===== config.mk =====
export PLATFORM = sky130hd
export DESIGN_NAME = akv_mem
export DESIGN_NICKNAME = d
export VERILOG_FILES = /design/src/hw/rtl/akv_pkg.sv /design/src/hw/rtl/akv_mem.sv
export SDC_FILE = /design/constraint.sdc
export NUM_CORES = 2
export LEC_CHECK = 0
export ABC_CLOCK_PERIOD_IN_PS = 8500
export BUFFER_PORTS_ARGS = -buffer_cell sky130_fd_sc_hd__buf_2
export CAP_MARGIN = 20
export CELL_PAD_IN_SITES_DETAIL_PLACEMENT = 1
export CELL_PAD_IN_SITES_GLOBAL_PLACEMENT = 1
export CORE_MARGIN = 2
export CORE_UTILIZATION = 45
export CTS_BUF_LIST = sky130_fd_sc_hd__clkbuf_8 sky130_fd_sc_hd__clkbuf_16
export CTS_CLUSTER_SIZE = 40
export DETAILED_ROUTE_END_ITERATION = 10
export GPL_TIMING_DRIVEN = 0
export PLACE_DENSITY_LB_ADDON = 0.1
export SLEW_MARGIN = 10
export SYNTH_ARGS = -nofsm -noshare
export SYNTH_HDL_FRONTEND = slang
export SYNTH_SLANG_ARGS = --single-unit
export TNS_END_PERCENT = 30

===== constraint.sdc =====
create_clock -name clk -period 8.5 [get_ports clk]
set_input_delay 2.55 -clock clk [delete_from_list [all_inputs] [get_ports clk]]
set_output_delay 2.55 -clock clk [all_outputs]
set_load 0.05 [all_outputs]

===== src/hw/rtl/akv_pkg.sv =====
// akv_pkg: shared types and codes for the associative key/value table.
// No dependencies; imported by akv_mem, akv_match and assoc_key_value_table.
`timescale 1ns / 1ps

package akv_pkg;

	localparam int KEY_W = 31;
	localparam int VAL_W = 31;
	localparam int CMD_W = 2;
	localparam int OC_W  = 2;

	// command codes
	localparam logic [CMD_W-1:0] CMD_PUT    = 2'd0;
	localparam logic [CMD_W-1:0] CMD_GET    = 2'd1;
	localparam logic [CMD_W-1:0] CMD_REMOVE = 2'd2;

	// outcome codes
	localparam logic [OC_W-1:0] OC_FOUND    = 2'd0;
	localparam logic [OC_W-1:0] OC_MISS     = 2'd1;
	localparam logic [OC_W-1:0] OC_INSERTED = 2'd2;
	localparam logic [OC_W-1:0] OC_FULL     = 2'd3;

	// one table slot as stored in memory
	typedef struct packed {
		logic             valid;
		logic [KEY_W-1:0] key;
		logic [VAL_W-1:0] value;
	} entry_t;

	// scan result flags
	typedef struct packed {
		logic hit;
		logic free;
	} match_flags_t;

	typedef enum logic [2:0] {
		ST_CLEAR,
		ST_IDLE,
		ST_SCAN,
		ST_WRITE
	} state_t;

endpackage


===== src/hw/rtl/akv_mem.sv =====
// akv_mem: slot storage, one write port and one registered read port.
// Depends on akv_pkg (entry_t).
`timescale 1ns / 1ps

module akv_mem #(
	parameter int DEPTH = 64,
	parameter int AW    = $clog2(DEPTH)
) (
	input  logic            clk,
	input  logic            we,
	input  logic [AW-1:0]   waddr,
	input  akv_pkg::entry_t wdata,
	input  logic            re,
	input  logic [AW-1:0]   raddr,
	output akv_pkg::entry_t rdata
);
	import akv_pkg::*;

	entry_t mem [DEPTH];

	// write port
	always_ff @(posedge clk) begin
		if (we) begin
			mem[waddr] <= wdata;
		end
	end

	// registered read port
	always_ff @(posedge clk) begin
		if (re) begin
			rdata <= mem[raddr];
		end
	end

endmodule


### Word level (Yosys, flattened, before mapping)

Memory sizes are Yosys's and may differ from the RTL's. A register that Yosys moved wholly into a read port is not among the register bits.
Cells that the tools add are included.
W data, S select, Z words.

| operators by class | value |
|---|---|
| mux-type cells | 2 |

Operator list:

| cell | count |
|---|---|
| $mux W1 | 2 |

| word-level totals | value |
|---|---|
| flip-flop bits (word level) | 0 |
| RAM bits | 4032 |
| input bits | 78 |
| memories | 1 |

Memory list:

| memory | depth | bits a word | rd ports | clocked after memory_dff | wr ports | RTL line | source |
|---|---|---|---|---|---|---|---|
| mem | 64 | 63 | 1 | 1 | 1 | akv_mem.sv:19 | `entry_t mem [DEPTH];` |

### Depth between registers and ports, before layout

| logic depth | value |
|---|---|
| word-level depth | 2 |
| gate-level depth with buffers | 10 |
| depth with buffers taken out | 5 |

### Least setup slack after synthesis

Ideal clock, no wire load.

| timing path | value |
|---|---|
| path kind | input to register |
| start point | input port waddr[3] |
| end point | memory mem[48][0] (netlist bit), enable pin |
| library setup time | 0.561 ns |
| arrival | 7.328 ns |
| required time | 7.939 ns |
| slack | 0.610 ns |
| stages | 4 |
| path through | clkbuf_1 > nor2b_1 > nand4b_1 > nor3_1 |

RTL lines:

| what | RTL line | source |
|---|---|---|
| start, declared | akv_mem.sv:11 | `input logic [AW-1:0] waddr,` |
| end, declared | akv_mem.sv:19 |  |

Straight into the memory's write port.

==> results.cfg <==
[sta]
slew_violations = 0
tns_ns = 0
worst_pin_slew_ns = 1.21
setup_viol = 0
timing.final.crit_share_pct = 71.3
maxClockFrequency_mhz = 165
slew_headroom_pct = 19.6
worst_hold_slack_ns = 0.973
fin_worst_skew_ns = 0.0633
hold_violations = 0
rsz0062_at_grt = no
finalCriticalPeriod_ns = 6.06

[critical_path]
crit_path_max_incr_delay_ns = 0.87
cp_slowest_cell = clkbuf_1
crit_path_frequent_cell = buf_2
r2r_cells = 5
critPathCaptureType = flip-flop
r2r_end = rdata[48]$_DFFE_PP_
worstReg2RegStart = mem[40][48]$_DFFE_PP_
cp_data_arrival_time_ns = 6.82
cp.required_ns = 9.26
path_class = input port to flip-flop
cp_cell_sequence = buf_2 > buf_2 > buf_4 > nor2_1 > nand2_1 > clkbuf_1 > o22ai_1 > nor4_1 > buf_2 > o22a_1
r2r_setup_slack_ns = 6.11
worst-path-max-fanout = 10
crit_path_start_kind = input port

[die]
die_w_um = 589
die_area_um2 = 347000
fp.coreArea_um2 = 340000
ios = 141
die_h_um = 589
rows = 214
initial_core_util_pct = 45.3

[clocking]
insertion_delay_ns = 0.99
path_clk_slew_ns = 0.06
cts-htree-levels = 5
root_buffer = clkbuf_16
cts_buffer_depth = 4
post_cts_buffers = 0
numCtsBuffers = 429
cts-resized-gates = 0
cts_tree = built
hold_buffers = 0
cts_sinks = 4095

[power_and_ir_drop]
p_seq_share_pct = 51.5
peakVddDrop_uv = 190
power.leakage_uw = 0.0568
combPwrFrac_pct = 5.7
pwr-share-clk_pct = 42.8
p_int_uw = 33800
switching_share_pct = 22.3
pwr_density_cell_nw_per_um2 = 241
p_switching_uw = 9700

[run_status]
status = complete, no violations

[route]
ant_nets = 0
vias = 76900
routed_via_density = 6.23
dr.pass1.iters = 6
wl_per_cell_um = 38.5
wirelength_um = 476000
first_iter_violations = 9895
drc = 0

[cells_and_area]
ff_latch_area_um2 = 123000
utilization_pct = 53.2
layout-drive-gt1-share_pct = 29.8
syn_to_final_growth_pct = 17.6
fin_cells = 12400
multi_input_area_um2 = 29800
final_area_um2 = 181000
fill_cells = 28900
layout.nets = 7526

[hold_path]
worstHoldPathCells = 4
hold_end = rdata[61]$_DFFE_PP_
worstHoldStart = mem[43][61]$_DFFE_PP_
hp-class = flip-flop to flip-flop

[global_routing]
grt_pass1_wl_um = 657000
grt_use_total_pct = 27.5
grt_pass1_vias = 79500
grt_antenna_before_repair = 31
grt_max_degree = 65
grt-ovfl-total = 0

[synth]
syn-num-nets = 6633
synthCells = 6555
ys_types = 33
yosysWarnings = 0
ys.flop_type = edfxtp_1
syn_area_um2 = 154000
syn_area_per_cell_um2 = 23.5
synth_edf_count = 4095
yosysSeqAreaShare_pct = 79.9
async_reset_ff_share_pct = 0
ys_ff_latch = 4095

[placement]
dp_cells = 11500
io_buffer_count = 133
dpl_cell_area_um2 = 167000
hpwl_um = 325000
gp_congestion = 0.836

[job]
maxCapViolCount = 0
==> registers in the layout (all words and copies together), names as in the netlist <==
name	cells
mem	4032
rdata	63
==> metrics by stage <==
step,power [uW],worst slack [ns]
2_1_floorplan,24000,0.610
3_3_place_gp,25200,-6.09
3_5_place_dp,25300,1.46
4_1_cts,43800,2.54
5_1_grt,44600,2.50
6_report,43500,2.44
==> worst max path at each step <==
stage / from / to / slack (ns) / cells past startpoint
2_1_floorplan: waddr[3] / mem[48][0]$_DFFE_PP_ / 0.61 / 4
3_3_place_gp: waddr[4] / mem[49][27]$_DFFE_PP_ / -6.09 / 3
3_5_place_dp: raddr[2] / rdata[54]$_DFFE_PP_ / 1.46 / 10
4_1_cts: raddr[2] / rdata[54]$_DFFE_PP_ / 2.54 / 10
5_1_grt: raddr[2] / rdata[54]$_DFFE_PP_ / 2.50 / 10
6_report: raddr[2] / rdata[54]$_DFFE_PP_ / 2.44 / 10
==> critical path: cells and delay by family <==
| kind | cells | cell delay, ns |
|---|---|---|
| AOI/OAI and AO/OA | 2 | 0.65 |
| buffers and inverters | 5 | 2.11 |
| and+or+nand+nor | 3 | 1.47 |
==> per-layer routing <==
layer	GRT usage [%]	vias to the layer above	share of wire (%)
met3	4.16	581	7.2
met2	43.4	3420	47
met5	0	-	0
li1	-	30300	-
met4	8.18	0	3.2
met1	40.0	42700	42
==> cell usage after synthesis (2+ instances only) <==
library cell / number / share of area [%]
edfxtp_1: 4095 / 80
mux4_2: 963 / 14
o22ai_1: 299 / 1.2
clkbuf_1: 164 / 0.40
nor2_1: 125 / 0.30
buf_2: 115 / 0.37
mux2i_1: 104 / 0.68
a211oi_1: 103 / 0.50
nor2b_1: 87 / 0.35
o221ai_1: 63 / 0.36
nor3_1: 55 / 0.18
nor4_1: 53 / 0.22
o22a_1: 53 / 0.30
buf_4: 51 / 0.25
a22oi_1: 50 / 0.24
buf_1: 35 / 0.085
nand3_1: 27 / 0.088
nand2_1: 23 / 0.056
buf_6: 16 / 0.12
a21oi_1: 14 / 0.046
nand2b_1: 12 / 0.049
a31oi_1: 10 / 0.041
o211a_1: 10 / 0.065
o21ai_0: 10 / 0.033
or2_2: 6 / 0.024
and2_0: 2 / 0.0081
nand3b_1: 2 / 0.0098
nand4_1: 2 / 0.0081
or3_1: 2 / 0.0081
==> logic make-up after synthesis <==
| family | Yosys count | synth area share (%) |
|---|---|---|
| AOI/OAI and AO/OA | 612 | 2.80 |
| buffers and inverters | 381 | 1.22 |
| and+or+nand+nor | 400 | 1.32 |
| DFF | 4095 | 79.9 |
| muxes | 1067 | 14.8 |
==> cells in the final DEF, fill, tap and decap left out, drive strengths merged, types with 3 or more instances in the layout <==
cell type     n
a211oi      103
bufinv       45
clkbuf      601
mux4        963
nand2b       12
a31oi        10
or2           6
and2          3
clkinv      203
o21ai        10
nand2        23
a22oi        50
a21oi        14
edfxtp     4095
o211a        10
o22ai       299
nor2        126
nor3         55
nor4         53
o22a         53
diode         7
nand3        27
nor2b        87
inv          96
buf         679
o221ai       63
mux2i       104
clkinvlp     14
==> cell type report <==
class                           count  share of cell area, %
Clock buffer                      437                   6.04
Timing Repair Buffer              462                   3.76
Sequential cell                  4095                   67.9
Clock inverter                    358                   1.61
Antenna cell                        7                0.00967
Multi-Input combinational cell   2079                   16.5
Buffer                            381                   1.05
Tap cell                         4536                   3.13
==> power by group through the flow <==
stage                     clock network [uW]  logic [uW]  registers [uW]
after floorplan                            0        1030           23000
after global placement                     0        2290           22900
after detailed placement                   0        2470           22900
after CTS                              18900        2480           22400
after global routing                   19600        2580           22400
final                                  18600        2480           22400
Power figures use the tool's default switching activity.
