[src/hw/rtl/akv_pkg.sv]
// akv_pkg: shared types and codes for the associative key/value table.
// No dependencies; imported by akv_mem, akv_match and assoc_key_value_table.
`timescale 1ns / 1ps

package akv_pkg;

	localparam int KEY_W = 31;
	localparam int VAL_W = 31;
	localparam int CMD_W = 2;
	localparam int OC_W  = 2;

	// command codes
	localparam logic [CMD_W-1:0] CMD_PUT    = 2'd0;
	localparam logic [CMD_W-1:0] CMD_GET    = 2'd1;
	localparam logic [CMD_W-1:0] CMD_REMOVE = 2'd2;

	// outcome codes
	localparam logic [OC_W-1:0] OC_FOUND    = 2'd0;
	localparam logic [OC_W-1:0] OC_MISS     = 2'd1;
	localparam logic [OC_W-1:0] OC_INSERTED = 2'd2;
	localparam logic [OC_W-1:0] OC_FULL     = 2'd3;

	// one table slot as stored in memory
	typedef struct packed {
		logic             valid;
		logic [KEY_W-1:0] key;
		logic [VAL_W-1:0] value;
	} entry_t;

	// scan result flags
	typedef struct packed {
		logic hit;
		logic free;
	} match_flags_t;

	typedef enum logic [2:0] {
		ST_CLEAR,
		ST_IDLE,
		ST_SCAN,
		ST_WRITE
	} state_t;

endpackage

[src/hw/rtl/akv_match.sv]
// akv_match: shared key compare unit; checks one slot per cycle and keeps
// the first matching slot and the first free slot. Depends on akv_pkg.
`timescale 1ns / 1ps

module akv_match #(
	parameter int AW = 6
) (
	input  logic                      clk,
	input  logic                      arst_n,
	input  logic                      start,
	input  logic                      chk_vld,
	input  logic [AW-1:0]             chk_idx,
	input  akv_pkg::entry_t           ent,
	input  logic [akv_pkg::KEY_W-1:0] key,
	output akv_pkg::match_flags_t     flags,
	output logic [AW-1:0]             hit_idx,
	output logic [akv_pkg::VAL_W-1:0] hit_val,
	output logic [AW-1:0]             free_idx
);
	import akv_pkg::*;

	match_flags_t     flags_q;
	logic [AW-1:0]    hit_idx_q;
	logic [VAL_W-1:0] hit_val_q;
	logic [AW-1:0]    free_idx_q;
	logic             is_hit;
	logic             is_free;

	// the one key comparator
	assign is_hit  = chk_vld && ent.valid && (ent.key == key);
	assign is_free = chk_vld && !ent.valid;

	// flags: cleared at start, first occurrence wins
	always_ff @(posedge clk or negedge arst_n) begin
		if (!arst_n) begin
			flags_q <= '0;
		end else if (start) begin
			flags_q <= '0;
		end else begin
			if (is_hit) flags_q.hit <= 1'b1;
			if (is_free) flags_q.free <= 1'b1;
		end
	end

	// captured slot indexes and value
	always_ff @(posedge clk) begin
		if (is_hit && !flags_q.hit) begin
			hit_idx_q <= chk_idx;
			hit_val_q <= ent.value;
		end
		if (is_free && !flags_q.free) begin
			free_idx_q <= chk_idx;
		end
	end

	assign flags    = flags_q;
	assign hit_idx  = hit_idx_q;
	assign hit_val  = hit_val_q;
	assign free_idx = free_idx_q;

endmodule

[config.mk]
export PLATFORM = sky130hd
export DESIGN_NAME = akv_match
export DESIGN_NICKNAME = d
export VERILOG_FILES = /design/src/hw/rtl/akv_pkg.sv /design/src/hw/rtl/akv_match.sv
export SDC_FILE = /design/constraint.sdc
export NUM_CORES = 1
export LEC_CHECK = 0
export BUFFER_PORTS_ARGS = -buffer_cell sky130_fd_sc_hd__buf_2
export CORE_MARGIN = 8
export CORE_UTILIZATION = 37
export CTS_CLUSTER_DIAMETER = 80
export CTS_CLUSTER_SIZE = 16
export DETAILED_ROUTE_END_ITERATION = 8
export GPL_TIMING_DRIVEN = 0
export PLACE_DENSITY_LB_ADDON = 0.12
export SLEW_MARGIN = 20
export SYNTH_ARGS = -nofsm -noshare
export SYNTH_HDL_FRONTEND = slang
export SYNTH_SLANG_ARGS = --single-unit
[constraint.sdc]
create_clock -name clk -period 2.65 [get_ports clk]
set_input_delay 0.1325 -clock clk [delete_from_list [all_inputs] [get_ports clk]]
set_output_delay 0.1325 -clock clk [all_outputs]
set_load 0.02 [all_outputs]
### Word level (Yosys, flattened, before mapping)

Index checks and enable logic that the tools add are counted.
W data, S select, Z words.

| cells by class | value |
|---|---|
| muxes and demuxes | 3 |
| reduce and logical (&&, ||, !) cells | 10 |
| equality and inequality tests | 1 |

Operators with widths:

| cell | number |
|---|---|
| $eq A31 B31 Y1 | 1 |
| $logic_and A1 B1 Y1 | 5 |
| $reduce_bool A2 Y1 | 2 |
| $logic_not A1 Y1 | 3 |
| $mux W1 | 2 |
| $mux W2 | 1 |

| word-level totals | value |
|---|---|
| output and inout port bits | 45 |
| word-level logic and storage cells | 19 |
| input port bits | 104 |
| bits in registers | 45 |

### Longest topological paths before layout

Gate-level depths: netlist of run 1.

| depth | value |
|---|---|
| word-level depth | 4 |
| mapped depth | 5 |
| mapped depth without buffers | 5 |

### Worst setup path before layout of run 1

Ideal clock, no wire load.

| timing path | value |
|---|---|
| kind | in2reg |
| from | input port key[7] in the netlist's numbering |
| to | register hit_idx_q[0], in the netlist hit_idx[0], enable pin |
| stages | 5 |
| data required time | 2219 ps |
| setup time | 431 ps |
| slack | -112 ps |
| arrival time | 2331 ps |
| path buffers | 0 |
| cells stage by stage | xnor2_1 > nand4_1 > nor4_1 > nand4_1 > nor2_1 |

| between the ends | value |
|---|---|
| cells in the longest elaborated chain, start to end | 3 |

Ends and longest elaborated chain:

| element | line | text |
|---|---|---|
| start, declared | akv_match.sv:14 | `input logic [akv_pkg::KEY_W-1:0] key,` |
| $eq A31 B31 Y1 | akv_match.sv:30 | `assign is_hit = chk_vld && ent.valid && (ent.key == key);` |
| $logic_and A1 B1 Y1 | akv_match.sv:30 |  |
| $logic_and A1 B1 Y1 | akv_match.sv:47 | `if (is_hit && !flags_q.hit) begin` |
| end signal, assigned | akv_match.sv:48 | `hit_idx_q <= chk_idx;` |
| end, declared | akv_match.sv:23 | `logic [AW-1:0] hit_idx_q;` |

Every way passes these cells.
A chain may end at the register's enable or synchronous reset.

### Worst setup path in the final report of run 1

| timing path | value |
|---|---|
| from | input port key[1] in the netlist's numbering |
| to | register hit_val_q[11], in the netlist hit_val[11], enable pin |

| between the ends | value |
|---|---|
| cells in the longest elaborated chain, start to end | 3 |

Ends and longest elaborated chain:

| element | line | text |
|---|---|---|
| $eq A31 B31 Y1 | akv_match.sv:30 |  |
| $logic_and A1 B1 Y1 | akv_match.sv:30 |  |
| $logic_and A1 B1 Y1 | akv_match.sv:47 |  |
| end signal, assigned | akv_match.sv:49 | `hit_val_q <= ent.value;` |
| end, declared | akv_match.sv:24 | `logic [VAL_W-1:0] hit_val_q;` |

Every way passes these cells.

==> impl_results.md, run 1 <==
- Outcome: complete, no violations
- Register area: 1340 um^2
- Flops & latches, synth: 45
- Startpoint Class: primary input
- Clock-pin slew on the worst setup and hold paths: 0.07 ns
- Most frequent cells in the layout: buf_2, edfxtp_1, xnor2_1
- RSZ-0062 raised after global routing: no
- Final nets: 360
- FF-to-FF setup slack: between 1 and 1.5 ns
- # diodes: 0
- Setup_tns: 0 ns
- Die Area: roughly 7100 um^2
- Fill cells: around 370
- Worst slew pin tran: 0.845 ns
- Max-slew headroom: 0.436
- Maximum VDD drop: 0.174 mV
- Post-Syn Nets: a little under 200
- Period minus WS final: 1.78 ns
- Final Max Tran Viols: 0
- Worst R2R Path Depth: 1
- Critical Path Sink Type: register
- Largest family of logic cells by synthesized area: XOR/XNOR gates
- Total GRT Usage: 0.124
- Final Skew: 0.00239 ns
- Synthesis Warnings: 0
- Maximum fanout along the worst path: 22
- Commonest non-fill, non-tap cell in the layout: buf_2
- Layout cell share with drive strength beyond 1: 0.612
- Max Cap Viol: 0
- Drt drc: 0
- CP required: approximately 2.7 ns
- Post-synthesis simple-gate area fraction: 0.0482
- Crit path kind: in -> reg
- Wire per inst: around 15 um
- Die X: 84.0 um
- Largest net degree at the start of global routing: 23
- Tcrit/Tclk final: 0.671
- Vias in the first global route: 1,529
- Hold EP: hit_val[28]
- DR vias: 1,375
- Xor and xnor fraction of the mapped netlist area: 0.159
- Final setup viols: 0
- Clk buf depth: 2
- Setup ws final: around 0.87 ns
- Syn-to-layout area delta: 56.9%
- Overall Power: between 0.001 and 0.0015 W
- Overflow after GRT: 0
- Mux cell area share after synthesis: 0
- Worst r2r src: flags[0]
- First drt pass iteration count: 4
- Multi-input logic area: 372 um^2
- Cells after Synth: 94
- IO Port Bufs: ~150
- Synth Area in Compound Gates: 0.00584
- Io pins: approximately 150
- Place WS: 0.494 ns
- Core area: 4410 um^2
- CTS buffer count: 5
- # H-tree levels: 2
- Post-synthesis sequential area ratio: 0.783
- Worst path arrival time: 1.77 ns
- Power Density: 485 nW/um^2
- Initial antenna violation count: 0
- Global-route wire length before repair: 6.99 mm
- Fin Hold WS: 0.0183 ns
- DP Cell Count: 295
- Hold Startpoint: ent[28]
- WHS Path Cells: 1
- Initial Util: 0.388
- Post-synth top area cell: edfxtp_1
- # resized after CTS: 0
- Yosys top cell area share: 0.754
- Clk_lat worst skew: between 0.2 and 0.3 ns
- Clk root buf: clkbuf_8
- Leakage power: 1.18 nW
- Highest clock rate: 0.563 GHz
- Distinct cells, synth: 11
- Final ANT Viol Nets: 0
- Final Hold Vio Count: 0
- Site row count: 24
- DP HPWL: 3.93 mm
- Drt initial violations: 32
- CTS tree: yes
- Start point of the critical path: key[1]
- Reg-to-reg endpoint: free_idx[4]
- Die height: between 80 and 90 um
- Adder-Cell Fraction of Synth Area: 0
- Routability cong.: 0.712
- Top cells by area, synth: edfxtp_1, xnor2_1, xor2_1
- Post-Route WL: 4.59 mm
- Drt via density: 4.48
- Min-Delay Path Class: in -> reg
- Synth Area per Inst: between 15 and 20 um^2
- Synthesized area: 1710 um^2
- CTS sink count: 45
- Cell Count, Final, Fillers Out: 307
## per-layer routing
metal | track usage | up-vias | wire length [um]
li1 | - | 670 | -
met1 | 0.118 | 604 | 1700
met2 | 0.219 | 95 | 2320
met3 | 0.0684 | 6 | 495
met4 | 0.0424 | 0 | 65
met5 | 0 | - | 0
## worst max-delay path, cell delays in order
cell,delay [ns]
buf_2,0.10
xnor2_1,0.16
nand4_1,0.11
nor4_1,0.34
nand4_1,0.22
nor2_4,0.46
buf_16,0.23
## logic make-up (layout without fill, tap and decap cells)
group | after synthesis | count (layout)
buffers and inverters | 2 | 163
XOR/XNOR | 31 | 31
AND/OR/NAND/NOR | 14 | 14
flip-flops | 45 | 45
AO/OA/AOI/OAI | 2 | 2
## worst max-delay path by stage
stage	endpoint	slack, ns	cells past startpoint
final	hit_val[11]	0.87	7
after global routing	hit_val[9]	0.64	7
after CTS	hit_val[9]	0.79	7
after detailed placement	hit_val[28]	0.49	7
after global placement	hit_val[26]	-0.27	6
after floorplan	hit_idx[0]	0.49	5
## cells in the mapped netlist
master	instances
dfrtp_1	2
nand4_1	6
edfxtp_1	43
nor3b_1	1
nor4_1	4
xnor2_1	21
nor2_1	2
a21oi_1	2
nand3_1	1
inv_1	2
xor2_1	10
## what timing repair did
item	CTS	global route
setup buffers	0	0
hold endpoints to repair	3	4
hold buffers	2	4
## power by group
group / internal (W) / switching [W]
clock: 0.000173 / 0.000196
sequential: 0.000784 / 0.00000143
combinational: 0.0000922 / 0.0000557
total: 0.00105 / 0.000253
## stage by stage
stage                     area, um^2   util
after floorplan                 1720      -
after global placement          2520  0.571
after detailed placement        2550  0.579
after CTS                       2650  0.600
after global routing            2690  0.609
final                           2690  0.609
## sequential cells by signal (all words and copies together) (netlist names)
name	cells
flags	2
hit_idx	6
free_idx	6
hit_val	31
## cell type report
| cell class | count | area share |
|---|---|---|
| clock buffer | 5 | 0.0256 |
| clock inverter | 1 | 0.00186 |
| inverter | 2 | 0.00279 |
| multi-input combinational | 47 | 0.138 |
| sequential | 45 | 0.499 |
| tap | 52 | 0.0242 |
| timing repair buffer | 155 | 0.308 |
Power figures use the tool's default switching activity.
==> inputs of run 2 (changes only) <==
--- a/config.mk
+++ b/config.mk
@@ -7,7 +7,7 @@
 export LEC_CHECK = 0
 export BUFFER_PORTS_ARGS = -buffer_cell sky130_fd_sc_hd__buf_2
 export CORE_MARGIN = 8
-export CORE_UTILIZATION = 37
+export CORE_UTILIZATION = 34
 export CTS_CLUSTER_DIAMETER = 80
 export CTS_CLUSTER_SIZE = 16
 export DETAILED_ROUTE_END_ITERATION = 8
==> constraint.sdc (replaced) <==
create_clock -name clk -period 1.6 [get_ports clk]
set_input_delay 0.08 -clock clk [delete_from_list [all_inputs] [get_ports clk]]
set_output_delay 0.08 -clock clk [all_outputs]
set_load 0.02 [all_outputs]
==> run 2 against run 1 <==
Net effect:
- via count rose by 12%
- clock power increased by 80%
- design area rose by 16%
- sequential power increased by 66%
- power up 76%
- worst setup slack got worse by 0.63 ns
- critical endpoint is now hit_val[17]
- largest cell class unchanged
==> impl_results.md, run 2 (synthesis gave the netlist of run 1 again) <==
- Max FFs per register: 31 (unchanged)
- Cell Count, Final, Fillers Out: 364 (was 307)
- Die Area: 7570 um^2 (was 7060 um^2)
- Power Density: 736 nW/um^2 (was 485 nW/um^2)
- Layout cell share with drive strength beyond 1: 0.561 (was 0.612)
- Clock-pin slew on the worst setup and hold paths: 0.08 ns (was 0.07 ns)
- Die height: 87.0 um (was 84.0 um)
- Period minus WS final: about 1.4 ns
- Critical path's largest stage delay: 0.34 ns (was 0.46 ns)
- Cell chain of the critical path: buf_2 > xnor2_2 > nand4_1 > nor4_1 > nand4_1 > buf_4 > nor2_4 > buf_12 (was buf_2 > xnor2_1 > nand4_1 > nor4_1 > nand4_1 > nor2_4 > buf_16)
- Drt initial violations: 69 (was 32)
- Final Hold Vio Count: 0 (unchanged)
- Drt drc: 0 (unchanged)
- CTS tree: yes (unchanged)
- RSZ-0062 raised after global routing: no (unchanged)
- Tcrit/Tclk final: 0.850
- First drt pass iteration count: 4 (unchanged)
- Drt via density: 4.21 (was 4.48)
- Fin Hold WS: 0.0649 ns (was 0.0183 ns)
- Commonest non-fill, non-tap cell in the layout: buf_2 (unchanged)
- Worst slew pin tran: 0.530 ns (was 0.845 ns)
- Site row count: 26 (was 24)
- Worst path arrival time: 1.36 ns (was 1.77 ns)
- Largest net degree at the start of global routing: 20 (was 23)
- CP bufs+invs: 3 (was 2)
- Outcome: complete, no violations (unchanged)
- Critical Path Sink Type: register (unchanged)
- Die X: 87.0 um (was 84.0 um)
- Max Cap Viol: 0 (unchanged)
- Post-Route WL: 5.39 mm (was 4.59 mm)
- Clk root buf: clkbuf_8 (unchanged)
- Routability cong.: 0.672 (was 0.712)
- Overall Power: 0.00229 W (was 0.00130 W)
- Max-slew headroom: 0.645 (was 0.436)
- CP most frequent cell: nand4_1 (unchanged)
- IO Port Bufs: 148 (unchanged)
- Overflow after GRT: 0 (unchanged)
- Leakage power: 1.36 nW (was 1.18 nW)
- Total GRT Usage: 0.141 (was 0.124)
- Slowest CP cell: nor4_1 (was nor2_4)
- # H-tree levels: 2 (unchanged)
- Initial Util: 0.344 (was 0.388)
- Critical path's top delay family: simple AND/OR/NAND/NOR gates (unchanged)
- Clk_lat worst skew: 0.29 ns (was 0.28 ns)
- Io pins: 149 (unchanged)
- Highest clock rate: 0.735 GHz
- Wire per inst: 14.8 um (was 14.9 um)
- Global-route wire length before repair: 8.14 mm (was 6.99 mm)
- Final setup viols: 0 (unchanged)
- Final nets: 397 (was 360)
- DR vias: 1,534 (was 1,375)
- Syn-to-layout area delta: 81.4% (was 56.9%)
- # diodes: 0 (unchanged)
- Final Skew: 0.00340 ns (was 0.00239 ns)
- Maximum VDD drop: 0.381 mV (was 0.174 mV)
- DP Cell Count: 312 (was 295)
- Core area: 4980 um^2 (was 4410 um^2)
- Crit path kind: in -> reg (unchanged)
- Final ANT Viol Nets: 0 (unchanged)
- Maximum fanout along the worst path: 19 (was 22)
- Initial antenna violation count: 0 (unchanged)
- Most frequent cells in the layout: buf_2, edfxtp_1, dlygate4sd3_1 (was buf_2, edfxtp_1, xnor2_1)
- CTS buffer count: 5 (unchanged)
- Final core utilization: 0.624 (was 0.609)
- Vias in the first global route: 1,707 (was 1,529)
- Clk buf depth: 2 (unchanged)
- Startpoint Class: primary input (unchanged)
- Min-Delay Path Class: in -> reg (unchanged)
- CP required: 1.60 ns (was 2.65 ns)
- CTS sink count: 45 (unchanged)
- Final Max Tran Viols: 0 (unchanged)
[run 2: cell count changes in the layout (fill, tap and decap cells not counted), moves of 3 or more]
cell and change:
xnor2_2 +3, buf_4 +3, dlygate4sd3_1 +33, xnor2_1 -3
[run 2: final cells by class]
class                   count  area [um^2]
clock buffers               5         68.8
clock inverters             3         17.5
fillers                   412         1870
inverters                   2         7.51
multi-input cells          48          410
flip-flops and latches     45         1340
well taps                  70         87.6
repair buffers            191         1170
[run 2: power by group]
part	switching, W	internal (W)	total [W]
Combinational	0.000110	0.000211	0.000321
Clock	0.000364	0.000302	0.000666
Sequential	0.00000292	0.00130	0.00130
Total	0.000477	0.00181	0.00229
[run 2: metal layers]
layer  GRT usage  vias up  wire length, um
met2       0.252       98             2680
met1       0.139      685             2020
li1            -      745                -
met4      0.0469        0               67
met3      0.0679        6              621
met5           0        -                0
[run 2: what timing repair did]
item,4_1_cts,5_1_grt
hold buffers,39,0
cloned,1,0
pin swaps,2,2
hold endpoints to repair,47,0
setup buffers,3,1
endpoints found under the setup margin,43,37
gates resized for setup,2,0
[run 2: worst paths after layout]
path / to / depth (start not counted) / start / slack [ns]
max in group asynchronous: flags[1] / 2 / arst_n / 1.40
min reg2reg: flags[0] / 2 / flags[0] / 0.57
max: hit_val[17] / 8 / key[0] / 0.24
min in group asynchronous: flags[0] / 2 / arst_n / 0.10
max reg2reg: free_idx[0] / 1 / flags[0] / 0.36
min: flags[0] / 3 / chk_vld / 0.06
[run 2: per-stage QoR]
step	TNS, ns	worst slack, ns	area [um^2]
2_1_floorplan	-4.88	-0.132	1740
3_3_place_gp	-24.95	-0.675	2570
3_5_place_dp	-26.22	-0.709	2570
4_1_cts	0	0.0424	3100
5_1_grt	0	0.144	3110
6_report	0	0.240	3110
[run 2: worst min-delay path, stage by stage]
cell and delay [ns]:
buf_2 0.10, a21oi_1 0.06, nor2_1 0.08
==> inputs of run 3 (changes only) <==
==> constraint.sdc (replaced) <==
create_clock -name clk -period 1.1 [get_ports clk]
set_input_delay 0.055 -clock clk [delete_from_list [all_inputs] [get_ports clk]]
set_output_delay 0.055 -clock clk [all_outputs]
set_load 0.02 [all_outputs]
==> run 3 against run 2 <==
Net effect:
- the flow now finishes with violations (negative setup slack)
- global-route usage fell by 0.39 points
- first-iteration DRC count decreased by 28%
- power increased by 69%
- hold slack got worse by 0.035 ns
- critical path depth is the same
- worst setup slack worse by 0.46 ns
- cell count is 0.55% higher
- clock power increased by 120%
- sequential power is 45% higher
- sequential cell count unchanged
- utilization up 3.9 points
- non-clock buffer count increased by 2
- critical endpoint is now hit_val[28]
- largest power group unchanged
==> impl_results.md, run 3 (synthesis gave the netlist of run 1 again) <==
- Global-route wire length before repair: 7.85 mm (was 8.14 mm)
- Highest clock rate: between 0.7 and 0.8 GHz
- Failing checks: negative setup slack
- Reg-to-reg endpoint: free_idx[5] (was free_idx[0])
- Commonest non-fill, non-tap cell in the layout: buf_2 (unchanged)
- Largest net degree at the start of global routing: 20 (unchanged)
- Outcome: finished, violations left (was complete, no violations)
- DR vias: 1,526 (was 1,534)
- Setup ws final: -0.216 ns (was 0.240 ns)
- Tcrit/Tclk final: 1.20
- Final setup viols: 37 (was 0)
- CTS buffer count: 5 (unchanged)
- Overflow after GRT: 0 (unchanged)
- Most frequent cells in the layout: buf_2, edfxtp_1, dlygate4sd3_1 (unchanged)
- Clk buf depth: 2 (unchanged)
- Drt via density: 4.17 (was 4.21)
- IO Port Bufs: 148 (unchanged)
- Crit path kind: in -> reg (unchanged)
- Leakage power: 1.44 nW (was 1.36 nW)
- Die height: 87.0 um (unchanged)
- Worst path arrival time: 1.33 ns (was 1.36 ns)
- Min-Delay Path Class: in -> reg (unchanged)
- Io pins: 149 (unchanged)
- Core area: 4980 um^2 (unchanged)
- FF-to-FF setup slack: 0.05 ns (was 0.36 ns)
- RSZ-0062 raised after global routing: yes (was no)
- Wire per inst: 14.7 um (was 14.8 um)
- Clk root buf: clkbuf_8 (unchanged)
- Initial antenna violation count: 0 (unchanged)
- Die Area: 7570 um^2 (unchanged)
- Worst slew pin tran: 0.254 ns (was 0.530 ns)
- CTS sink count: 45 (unchanged)
- First drt pass iteration count: 2 (was 4)
- Site row count: 26 (unchanged)
- Start point of the critical path: key[5] (was key[0])
- Setup_tns: -7.46 ns (was 0 ns)
- Worst r2r src: flags[0] (unchanged)
- Max Cap Viol: 0 (unchanged)
- Max FFs per register: 31 (unchanged)
- Final Skew: 0.00954 ns (was 0.00340 ns)
- Worst Setup EP: hit_val[28] (was hit_val[17])
- Worst R2R Path Depth: 2 (was 1)
- Period minus WS final: 1.32 ns
- Initial Util: 0.344 (unchanged)
- Total GRT Usage: 0.137 (was 0.141)
- Clk_lat worst skew: 0.30 ns (was 0.29 ns)
- Post-DP Area: 2580 um^2 (was 2570 um^2)
- Power Density: 1170 nW/um^2 (was 736 nW/um^2)
- Final nets: 399 (was 397)
- Vias in the first global route: 1,729 (was 1,707)
- Maximum fanout along the worst path: 8 (was 19)
- Startpoint Class: primary input (unchanged)
- CP required: 1.11 ns (was 1.60 ns)
- CTS tree: yes (unchanged)
- # diodes: 0 (unchanged)
- Final Max Tran Viols: 0 (unchanged)
- Final ANT Viol Nets: 0 (unchanged)
- Post-route cell area: 3300 um^2 (was 3110 um^2)
- # H-tree levels: 2 (unchanged)
- Die X: 87.0 um (unchanged)
- Maximum VDD drop: 0.795 mV (was 0.381 mV)
- Max-slew headroom: 0.829 (was 0.645)
- Clock-pin slew on the worst setup and hold paths: 0.08 ns (about the same)
- Post-Route WL: 5.37 mm (was 5.39 mm)
- Layout cell share with drive strength beyond 1: 0.598 (was 0.561)
- Drt initial violations: 50 (was 69)
- Routability cong.: 0.755 (was 0.672)
- Final Hold Vio Count: 0 (unchanged)
- Syn-to-layout area delta: 92.8% (was 81.4%)
- Drt drc: 0 (unchanged)
- Critical Path Sink Type: register (unchanged)
-- run 3: cell count changes in the layout (fill, tap and decap cells not counted), sizes merged --
| cell | before | now |
|---|---|---|
| clkinv | 3 | 0 |
| bufinv | 0 | 2 |
| inv | 2 | 3 |
| buf | 152 | 154 |
-- run 3: layout make-up --
cell class | instances | area [um^2]
Clock buffer | 5 | 68.8
Tap cell | 70 | 87.6
Inverter | 2 | 7.51
Timing Repair Buffer | 193 | 1260
Sequential cell | 45 | 1340
Clock inverter | 3 | 68.8
Fill cell | 386 | 1670
Multi-Input combinational cell | 48 | 467
-- run 3: worst min-delay path by stage --
stage | from | end | slack (ns) | cells past startpoint
3_5_place_dp | arst_n | flags[1] | -0.16 | 1
2_1_floorplan | arst_n | flags[0] | -0.24 | 0
6_report | chk_vld | flags[0] | 0.03 | 3
5_1_grt | chk_vld | flags[0] | 0.05 | 3
3_3_place_gp | arst_n | flags[1] | -0.16 | 1
4_1_cts | chk_vld | flags[0] | 0.02 | 3
-- run 3: worst max-delay path, stage by stage --
cell and delay (ns):
buf_6 0.09, xnor2_1 0.15, nand4_1 0.13, nor4_2 0.29
nand4_1 0.14, buf_6 0.16, nor2_4 0.15, buf_6 0.16
-- run 3: per-stage QoR --
stage               hold slack, ns  power (W)  utilization  setup slack (ns)  cells
global route                0.0549    0.00400        0.664            -0.297    366
floorplan                   -0.241    0.00206            -            -0.607     94
CTS                         0.0242    0.00389        0.651            -0.181    366
finish                      0.0299    0.00386        0.664            -0.216    366
detailed placement          -0.156    0.00229        0.519             -1.09    312
global placement            -0.157    0.00228        0.519             -1.14    312
-- run 3: timing repair --
item / 4_1_cts / 5_1_grt
buffers inserted: 5 / 0
cloned: 2 / 0
pin swaps: 4 / 2
setup endpoints to repair: 43 / 38
hold endpoints to repair: 47 / 0
resized for setup: 13 / 10
hold buffers: 39 / 0
-- run 3: report_power, final --
part           internal [W]  switching [W]
logic              0.000342       0.000172
clock network      0.000914       0.000545
registers           0.00189     0.00000434
-- run 3: routing by layer --
layer  vias to the layer above  GRT usage  wire length [um]
li1                        752          -                 -
met1                       690      0.114              1690
met2                        78      0.266              3010
met3                         6     0.0670               583
met4                         0     0.0532                85
met5                         -          0                 0
